[src/design/d4w_pkg.sv]
// ----------------------------------------------------------------------------
// d4w_pkg
// Shared constants, filter tap table and selector codes for the D4 wavelet.
// ----------------------------------------------------------------------------
package d4w_pkg;

   localparam int MAX_LEN_DEF    = 64;
   localparam int DATA_WIDTH_DEF = 32;
   localparam int TAP_WIDTH      = 17;
   localparam int FRAC_BITS      = 16;
   localparam int CSR_AW         = 3;
   localparam int CSR_DW         = 32;

   localparam logic [2:0] LEN_LOG2_RESET = 3'd6;

   localparam logic CSR_IDX_DIRECTION = 1'b0;
   localparam logic CSR_IDX_LENGTH    = 1'b1;

   localparam logic [1:0] TSEL_FWD_LO   = 2'd0;
   localparam logic [1:0] TSEL_FWD_HI   = 2'd1;
   localparam logic [1:0] TSEL_INV_EVEN = 2'd2;
   localparam logic [1:0] TSEL_INV_ODD  = 2'd3;

   localparam logic signed [TAP_WIDTH-1:0] TAP_TABLE [16] = '{
      17'sd31651,  17'sd54822,  17'sd14689, -17'sd8481,
      -17'sd8481, -17'sd14689,  17'sd54822, -17'sd31651,
      17'sd14689,  17'sd54822,  17'sd31651, -17'sd8481,
      -17'sd8481, -17'sd31651,  17'sd54822, -17'sd14689
   };

   function automatic logic signed [TAP_WIDTH-1:0] tap_coef(input logic [1:0] sel,
                                                           input logic [1:0] k);
      return TAP_TABLE[{sel, k}];
   endfunction

endpackage

[src/design/d4w_ctrl.sv]
// ----------------------------------------------------------------------------
// d4w_ctrl
// Sequencer: load count, pass schedule, tap addressing, copy-back, emission.
// ----------------------------------------------------------------------------
module d4w_ctrl #(
   parameter int MAX_LEN = d4w_pkg::MAX_LEN_DEF
) (
   input  logic       clock,
   input  logic       reset,
   input  logic       req_valid,
   output logic       req_stall,
   input  logic       cfg_direction,
   input  logic [2:0] cfg_length_log2,
   output logic [$clog2(MAX_LEN)*5+9-1:0] cmd_bits,
   input  logic [1:0] status_bits
);

   localparam int AW   = $clog2(MAX_LEN);
   localparam int CW   = AW + 1;
   localparam int MAXK = $clog2(MAX_LEN + 1) - 1;
   localparam int KW   = $clog2(MAXK + 1);

   localparam logic [2:0] ST_LOAD       = 3'd0;
   localparam logic [2:0] ST_PASS       = 3'd1;
   localparam logic [2:0] ST_PASS_DRAIN = 3'd2;
   localparam logic [2:0] ST_COPY       = 3'd3;
   localparam logic [2:0] ST_COPY_DRAIN = 3'd4;
   localparam logic [2:0] ST_EMIT       = 3'd5;

   typedef struct packed {
      logic          load_we;
      logic [AW-1:0] load_addr;
      logic          mac_rd;
      logic [AW-1:0] mac_addr;
      logic [1:0]    tap_sel;
      logic [1:0]    tap_k;
      logic [AW-1:0] dst_addr;
      logic          copy_rd;
      logic [AW-1:0] copy_addr;
      logic          emit_rd;
      logic [AW-1:0] emit_addr;
      logic          emit_last;
   } cmd_type;

   typedef struct packed {
      logic busy;
      logic out_busy;
   } status_type;

   cmd_type    cmd;
   status_type status;

   assign cmd_bits = cmd;
   assign status   = status_bits;

   logic [2:0]    state_ff, state_in;
   logic [CW-1:0] lc_ff, lc_in, lc_inc;
   logic [KW-1:0] kn_ff, kn_in, kn_cfg, pk_ff, pk_in;
   logic          dir_ff, dir_in;
   logic [CW-1:0] o_ff, o_in;
   logic [1:0]    t_ff, t_in;
   logic [CW-1:0] n_cfg, n_cur, m, nh, fi, fa, ii, sp, ia;
   logic          hi, accept, last_pass;

   always_comb begin
      if (cfg_length_log2 < 3'd2) begin
         kn_cfg = KW'(2);
      end else if (int'(cfg_length_log2) > MAXK) begin
         kn_cfg = KW'(MAXK);
      end else begin
         kn_cfg = KW'(cfg_length_log2);
      end
      n_cfg  = CW'(1) << kn_cfg;
      n_cur  = CW'(1) << kn_ff;
      lc_inc = lc_ff + CW'(1);
      m      = CW'(1) << pk_ff;
      nh     = m >> 1;
      hi     = o_ff >= nh;
      fi     = hi ? (o_ff - nh) : o_ff;
      fa     = ((fi << 1) + CW'(t_ff)) & (m - CW'(1));
      ii     = o_ff >> 1;
      sp     = (ii + nh - CW'(1)) & (nh - CW'(1));
      unique case (t_ff)
         2'd0:    ia = sp;
         2'd1:    ia = sp + nh;
         2'd2:    ia = ii;
         default: ia = ii + nh;
      endcase
      last_pass = dir_ff ? (pk_ff == kn_ff) : (pk_ff == KW'(2));
   end

   assign req_stall = (state_ff != ST_LOAD);
   assign accept    = req_valid && !req_stall;

   always_comb begin
      state_in = state_ff;
      lc_in    = lc_ff;
      kn_in    = kn_ff;
      dir_in   = dir_ff;
      pk_in    = pk_ff;
      o_in     = o_ff;
      t_in     = t_ff;
      cmd           = '0;
      cmd.load_we   = accept;
      cmd.load_addr = lc_ff[AW-1:0];
      cmd.mac_addr  = dir_ff ? ia[AW-1:0] : fa[AW-1:0];
      cmd.tap_sel   = dir_ff ? (o_ff[0] ? d4w_pkg::TSEL_INV_ODD : d4w_pkg::TSEL_INV_EVEN)
                             : (hi ? d4w_pkg::TSEL_FWD_HI : d4w_pkg::TSEL_FWD_LO);
      cmd.tap_k     = t_ff;
      cmd.dst_addr  = o_ff[AW-1:0];
      cmd.copy_addr = o_ff[AW-1:0];
      cmd.emit_addr = o_ff[AW-1:0];
      cmd.emit_last = (o_ff == n_cur - CW'(1));
      unique case (state_ff)
         ST_LOAD: begin
            if (accept) begin
               lc_in = lc_inc;
               if (lc_inc >= n_cfg) begin
                  lc_in  = '0;
                  kn_in  = kn_cfg;
                  dir_in = cfg_direction;
                  o_in   = '0;
                  t_in   = '0;
                  pk_in  = cfg_direction ? KW'(2) : kn_cfg;
                  state_in = (kn_cfg > KW'(2)) ? ST_PASS : ST_EMIT;
               end
            end
         end
         ST_PASS: begin
            cmd.mac_rd = 1'b1;
            t_in = t_ff + 2'd1;
            if (t_ff == 2'd3) begin
               o_in = o_ff + CW'(1);
               if (o_ff == m - CW'(1)) begin
                  state_in = ST_PASS_DRAIN;
               end
            end
         end
         ST_PASS_DRAIN: begin
            if (!status.busy) begin
               o_in     = '0;
               state_in = ST_COPY;
            end
         end
         ST_COPY: begin
            cmd.copy_rd = 1'b1;
            o_in = o_ff + CW'(1);
            if (o_ff == m - CW'(1)) begin
               state_in = ST_COPY_DRAIN;
            end
         end
         ST_COPY_DRAIN: begin
            if (!status.busy) begin
               o_in = '0;
               t_in = '0;
               if (last_pass) begin
                  state_in = ST_EMIT;
               end else begin
                  pk_in    = dir_ff ? (pk_ff + KW'(1)) : (pk_ff - KW'(1));
                  state_in = ST_PASS;
               end
            end
         end
         ST_EMIT: begin
            if (!status.out_busy) begin
               cmd.emit_rd = 1'b1;
               o_in = o_ff + CW'(1);
               if (o_ff == n_cur - CW'(1)) begin
                  state_in = ST_LOAD;
               end
            end
         end
         default: begin
            state_in = ST_LOAD;
         end
      endcase
   end

   always_ff @(posedge clock) begin
      if (reset) begin
         state_ff <= ST_LOAD;
         lc_ff    <= '0;
      end else begin
         state_ff <= state_in;
         lc_ff    <= lc_in;
      end
      kn_ff  <= kn_in;
      dir_ff <= dir_in;
      pk_ff  <= pk_in;
      o_ff   <= o_in;
      t_ff   <= t_in;
   end

endmodule

[config.mk]
export PLATFORM = sky130hd
export DESIGN_NAME = d4w_ctrl
export DESIGN_NICKNAME = d
export VERILOG_FILES = /design/src/design/d4w_pkg.sv /design/src/design/d4w_ctrl.sv
export SDC_FILE = /design/constraint.sdc
export NUM_CORES = 1
export LEC_CHECK = 0
export BUFFER_PORTS_ARGS = -buffer_cell sky130_fd_sc_hd__buf_2
export CAP_MARGIN = 20
export CELL_PAD_IN_SITES_DETAIL_PLACEMENT = 1
export CELL_PAD_IN_SITES_GLOBAL_PLACEMENT = 1
export CORE_AREA = 2 2 124 66
export CTS_BUF_LIST = sky130_fd_sc_hd__clkbuf_8
export CTS_CLUSTER_DIAMETER = 120
export CTS_CLUSTER_SIZE = 25
export DETAILED_ROUTE_END_ITERATION = 12
export DIE_AREA = 0 0 126 68
export PLACE_DENSITY_LB_ADDON = 0.1
export SKIP_CTS_REPAIR_TIMING = 1
export SLEW_MARGIN = 20
export SYNTH_ARGS = -nofsm -noshare
export SYNTH_HDL_FRONTEND = slang
export SYNTH_SLANG_ARGS = --single-unit
[constraint.sdc]
create_clock -name clock -period 5.05 [get_ports clock]
set_input_delay 0.2525 -clock clock [delete_from_list [all_inputs] [get_ports clock]]
set_output_delay 0.2525 -clock clock [all_outputs]
set_load 0.03 [all_outputs]
# ---- Word level (Yosys, flattened, before mapping)
# Cells that the tools add are included.
# W data, S select, Z words.
dict set report op_classes {
  addsub 13
  multipliers 0
  div_mod_pow 0
  order_cmp 5
  eq_ne 23
  shift 3
  muxes 43
  n_bitwise 2
  n_reduce_logical 15
}
# op n
set op_table {}
lappend op_table {{$mux W3} 19}
lappend op_table {{$mux W7} 6}
lappend op_table {{$pmux W7 S5} 1}
lappend op_table {{$ne A2 B2 Y1 const B} 11}
lappend op_table {{$shl A1 B3 Y7 const A} 3}
lappend op_table {{$pmux W3 S6} 1}
lappend op_table {{$pmux W6 S3} 1}
lappend op_table {{$add A7 B1 Y7 const B} 2}
lappend op_table {{$eq A7 B7 Y1} 2}
lappend op_table {{$sub A7 B1 Y7 const B} 2}
lappend op_table {{$add A6 B6 Y6} 2}
lappend op_table {{$and A6 B6 Y6} 2}
lappend op_table {{$sub A6 B1 Y6 const B} 2}
lappend op_table {{$eq A3 B2 Y1 const B} 3}
lappend op_table {{$reduce_and A9 Y1} 1}
lappend op_table {{$mux W2} 4}
lappend op_table {{$ge A7 B6 Y1} 1}
lappend op_table {{$ge A7 B7 Y1} 1}
lappend op_table {{$mux W1} 7}
lappend op_table {{$add A6 B2 Y6} 1}
lappend op_table {{$eq A3 B3 Y1 const B} 2}
lappend op_table {{$mux W6} 1}
lappend op_table {{$pmux W2 S3} 1}
lappend op_table {{$pmux W3 S2} 1}
lappend op_table {{25 further kinds} 27}
dict set report totals {
  regBits 26
  latch_bits 0
  mem_bits_rw 0
  romBits 0
  input_bits 9
  output_inout_bits 40
  wordCells 111
  mem_count 0
}

# ---- Logic depth before layout (Yosys ltp)
dict set report depth {
  word_depth 8
  depth_mapped 16
  ltp_nobuf 14
}

# ---- Worst setup path after synthesis
# Ideal clock, no wire load.
dict set report synth_path {
  kind {flip-flop to output port}
  from {reg pk_ff[0]}
  to {out cmd_bits[27]}
  t_arrival_ps 3539
  required_ps 4798
  path_slack_ps 1259
  stages_incl_launch_ff 15
  path_cell_list {edfxtp_1 -> clkbuf_1 -> inv_1 -> nor3_1 -> ha_1 -> ha_1 -> inv_1 -> ha_1 -> nand2_1 -> o21ai_0 -> ha_1 -> a21o_1 -> xor2_1 -> a21oi_1 -> o31ai_1}
}
dict set report synth_between {
  elab_chain_cells 7
}
# element line
set synth_lines {}
lappend synth_lines {{start, declared} d4w_ctrl.sv:58} ;# logic [KW-1:0] kn_ff, kn_in, kn_cfg, pk_ff, pk_in;
lappend synth_lines {{start signal, assigned} d4w_ctrl.sv:189} ;# pk_ff <= pk_in;
lappend synth_lines {{$shl A1 B3 Y7 (*)} d4w_ctrl.sv:76} ;# m = CW'(1) << pk_ff;
lappend synth_lines {{$add A6 B6 Y6} {d4w_ctrl.sv:82, d4w_ctrl.sv:87}}
lappend synth_lines {{$sub A6 B1 Y6} d4w_ctrl.sv:82} ;# sp = (ii + nh - CW'(1)) & (nh - CW'(1));
lappend synth_lines {{$and A6 B6 Y6} d4w_ctrl.sv:82}
lappend synth_lines {{$add A6 B6 Y6} d4w_ctrl.sv:85} ;# 2'd1: ia = sp + nh;
lappend synth_lines {{$pmux W6 S3} d4w_ctrl.sv:83} ;# unique case (t_ff)
lappend synth_lines {{$mux W6 (*)} d4w_ctrl.sv:106} ;# cmd.mac_addr = dir_ff ? ia[AW-1:0] : fa[AW-1:0];
lappend synth_lines {{end, declared} d4w_ctrl.sv:14} ;# output logic [$clog2(MAX_LEN)*5+9-1:0] cmd_bits,
# Mark *: on every way between the ends. The rest lies on a longest branch, timed or not.

# ---- Worst setup path in the final report
dict set report layout_path {
  from {reg pk_ff[0]}
  to {out cmd_bits[30]}
}
# Same word-level chain as after synthesis.

==> reports/metrics.yaml <==
n_antenna_cell: 0
cts_sinks: 26
synth_cell_types: 69
finalClockSkew_ps: 3.335
ys_ff_latch: 26
crit_path_max_fanout: 15
synth_area_um2: 3500
overflow: 0
worst_slew_pin_slew_ps: 860.0
finalSetupTns_ps: 0
final_hold_viol_count: 0
period_share_pct: 91.84
coreArea_um2: 7597
start_util_pct: 46.06
drv_cap: 0
grt_pass1_wl_um: 17550
htree_num_levels: 1
place_area_um2: 3597
ioPinCount: 49
rsz0062_at_grt: "no"
hold_path.class: "input pin to register"
die_h_um: 68
gp_congestion: 0.9468
port_buffers: 48
vias_per_cell: 5.917
fin_area_um2: 3642
clkLatencyLatePin_ps: 280
yosys_most_used_dff: "edfxtp_1"
mappedNetlistNets: 488
cts.root.buffer_cell: "clkbuf_8"
place_inst: 550
avgRoutedWirePerCell_um: 20.04
async_flop_share_pct: 0
max_stage_delay_ps: 760
cts_buffers: 3
drive_above_1_share_pct: 15.86
multiInputGateArea_um2: 2424
grt_max_degree: 24
cts.path.max_buffers: 2
synth_seq_area_share_pct: 19.45
antenna_found_initial: 0
drv_slew: 0
cp.required_ps: 4800
cp-end-kind: "output port"
first_iter_violations: 346
cpMaxStageDelayCell: "edfxtp_1"
first_pass_iters: 4
fin_nets: 496
cpMostUsedCell: "ha_1"
final-seq-area_um2: 680.7
crit_type: "register to output port"
worst-path-buf-inv: 2
area_growth_pct: 4.076
routed_wl_um: 11100
die_w_um: 126
cts_tree: "built"
dp_hpwl_um: 8922
clock.fmax_mhz: 215.6
die-area_um2: 8568
fp-row-count: 23
fin_cells: 554
grt_pass1_vias: 3120
nFillCells: 964
detail-route-antenna-nets: 0
num_vias: 3278
clkTransAtPathRegs_ps: 90
grtUsageTotal_pct: 26.61
setup_violations: 0
cp_top_family: "simple AND/OR/NAND/NOR gates"
outcome: "complete, no violations"
synth_edf_count: 16
crit_path_cell_trace: "inv_1, nor3_1, ha_1, nand2b_1, a2111oi_0, o31ai_2, nor2_1, a21oi_1, ha_1, ha_1, o2111ai_1, xor2_1, nand3_1, nand4_1, buf_2"
cp-start-kind: "register"
synth_cells: 447
holdWs_ps: 170.7
avgSynthCellArea_um2: 7.829
drc: 0
min_period_ps: 4638
crit_arrival_ps: 4390
ys_warn_count: 0
maxSlewHeadroom_pct: 42.47
cell usage after synthesis (3+ instances only):
master     instances  area [µm²]
nor2_1            48       180.2
nand2_1           34       127.6
xnor2_1           32       280.3
a21oi_1           30       150.1
ha_1              30       375.4
buf_4             26       195.2
inv_1             26       97.59
o21ai_0           19       95.09
edfxtp_1          16       480.5
clkbuf_1          15       56.30
xor2_1            14       122.6
nand2b_1          11       68.82
nand3_1           11       55.05
nor3_1            11       55.05
dfxtp_1           10       200.2
a21o_1             7       52.55
nor2b_1            6       37.54
o22ai_1            6       37.54
o21a_1             5       37.54
and3_1             4       25.02
buf_2              4       20.02
mux2i_1            4       40.04
o21ai_1            4       20.02
or2_2              4       25.02
and2_1             3       18.77
mux2_2             3       33.78
o2111ai_1          3       26.28
or3_1              3       18.77
cell families (layout without fill, tap and decap cells):
logic type      Yosys count  after routing  synth area share [%]
simple gates            150            150                 21.84
compound gates          109            109                 21.45
buf+inv                  76             83                 11.30
xor+xnor                 47             47                 11.98
fa+ha+maj                32             32                 11.87
flops                    26             26                 19.45
mux                       7              7                 2.109
worst paths after layout:
path | startpoint | to | slack [ps] | depth (start not counted)
worst max-delay path | pk_ff[0] | cmd_bits[30] | 410 | 15
worst min-delay path | reset | state_ff[1] | 170 | 2
worst max register to register | pk_ff[0] | state_ff[1] | 1150 | 11
worst min register to register | lc_ff[1] | lc_ff[1] | 520 | 2
cell type report:
cell class | instances | area share [%]
clock inverter | 1 | 0.1031
tap | 100 | 3.435
timing repair buffer | 51 | 7.214
sequential | 26 | 18.69
multi-input combinational | 345 | 66.54
inverter | 28 | 2.886
clock buffer | 3 | 1.134
stage by stage:
stage | util (%) | worst slack, ps
finish | 47.94 | 412.3
global route | 47.94 | 64.28
CTS | 47.94 | 468.3
detailed placement | 47.35 | 823.9
global placement | 47.35 | 993.8
floorplan | - | 1259
state kept, by name, indices dropped and copies added, names as in the netlist:
register,flops
lc_ff,7
pk_ff,3
t_ff,2
state_ff,3
o_ff,7
dir_ff,1
kn_ff,3
per-layer routing:
layer	global-route usage (%)	routed length (µm)	vias up
li1	-	-	1559
met1	40.92	5805	1584
met2	37.03	4176	133
met3	8.444	1114	2
met4	1.648	8	0
met5	0	0	-
layout by cell type, fill, tap and decap left out, drive strengths merged, types with 4 or more instances in the layout:
cell,instances
nor3b,4
xnor2,33
mux2i,4
nor3,11
nand2,34
dfxtp,10
and3,4
or2,4
o2111ai,4
a21o,7
inv,28
nand3,11
edfxtp,16
a21oi,30
xor2,14
o21ai,24
nor2b,6
nor2,48
o22ai,6
a211oi,4
nand2b,11
ha,30
o21a,5
buf,51
worst reg2reg max path: stages, from the launching register on:
cell	delay, ps
edfxtp_1	760
inv_1	190
nor3_1	490
inv_1	210
ha_1	370
mux2_2	320
a32oi_1	400
xor2_1	170
and4_1	280
nand2_1	90
or3_1	350
a211oi_2	210
Power is left out: the tool's default activity adds up to more than one toggle a clock period on the data nets, which glitch-free logic cannot reach.
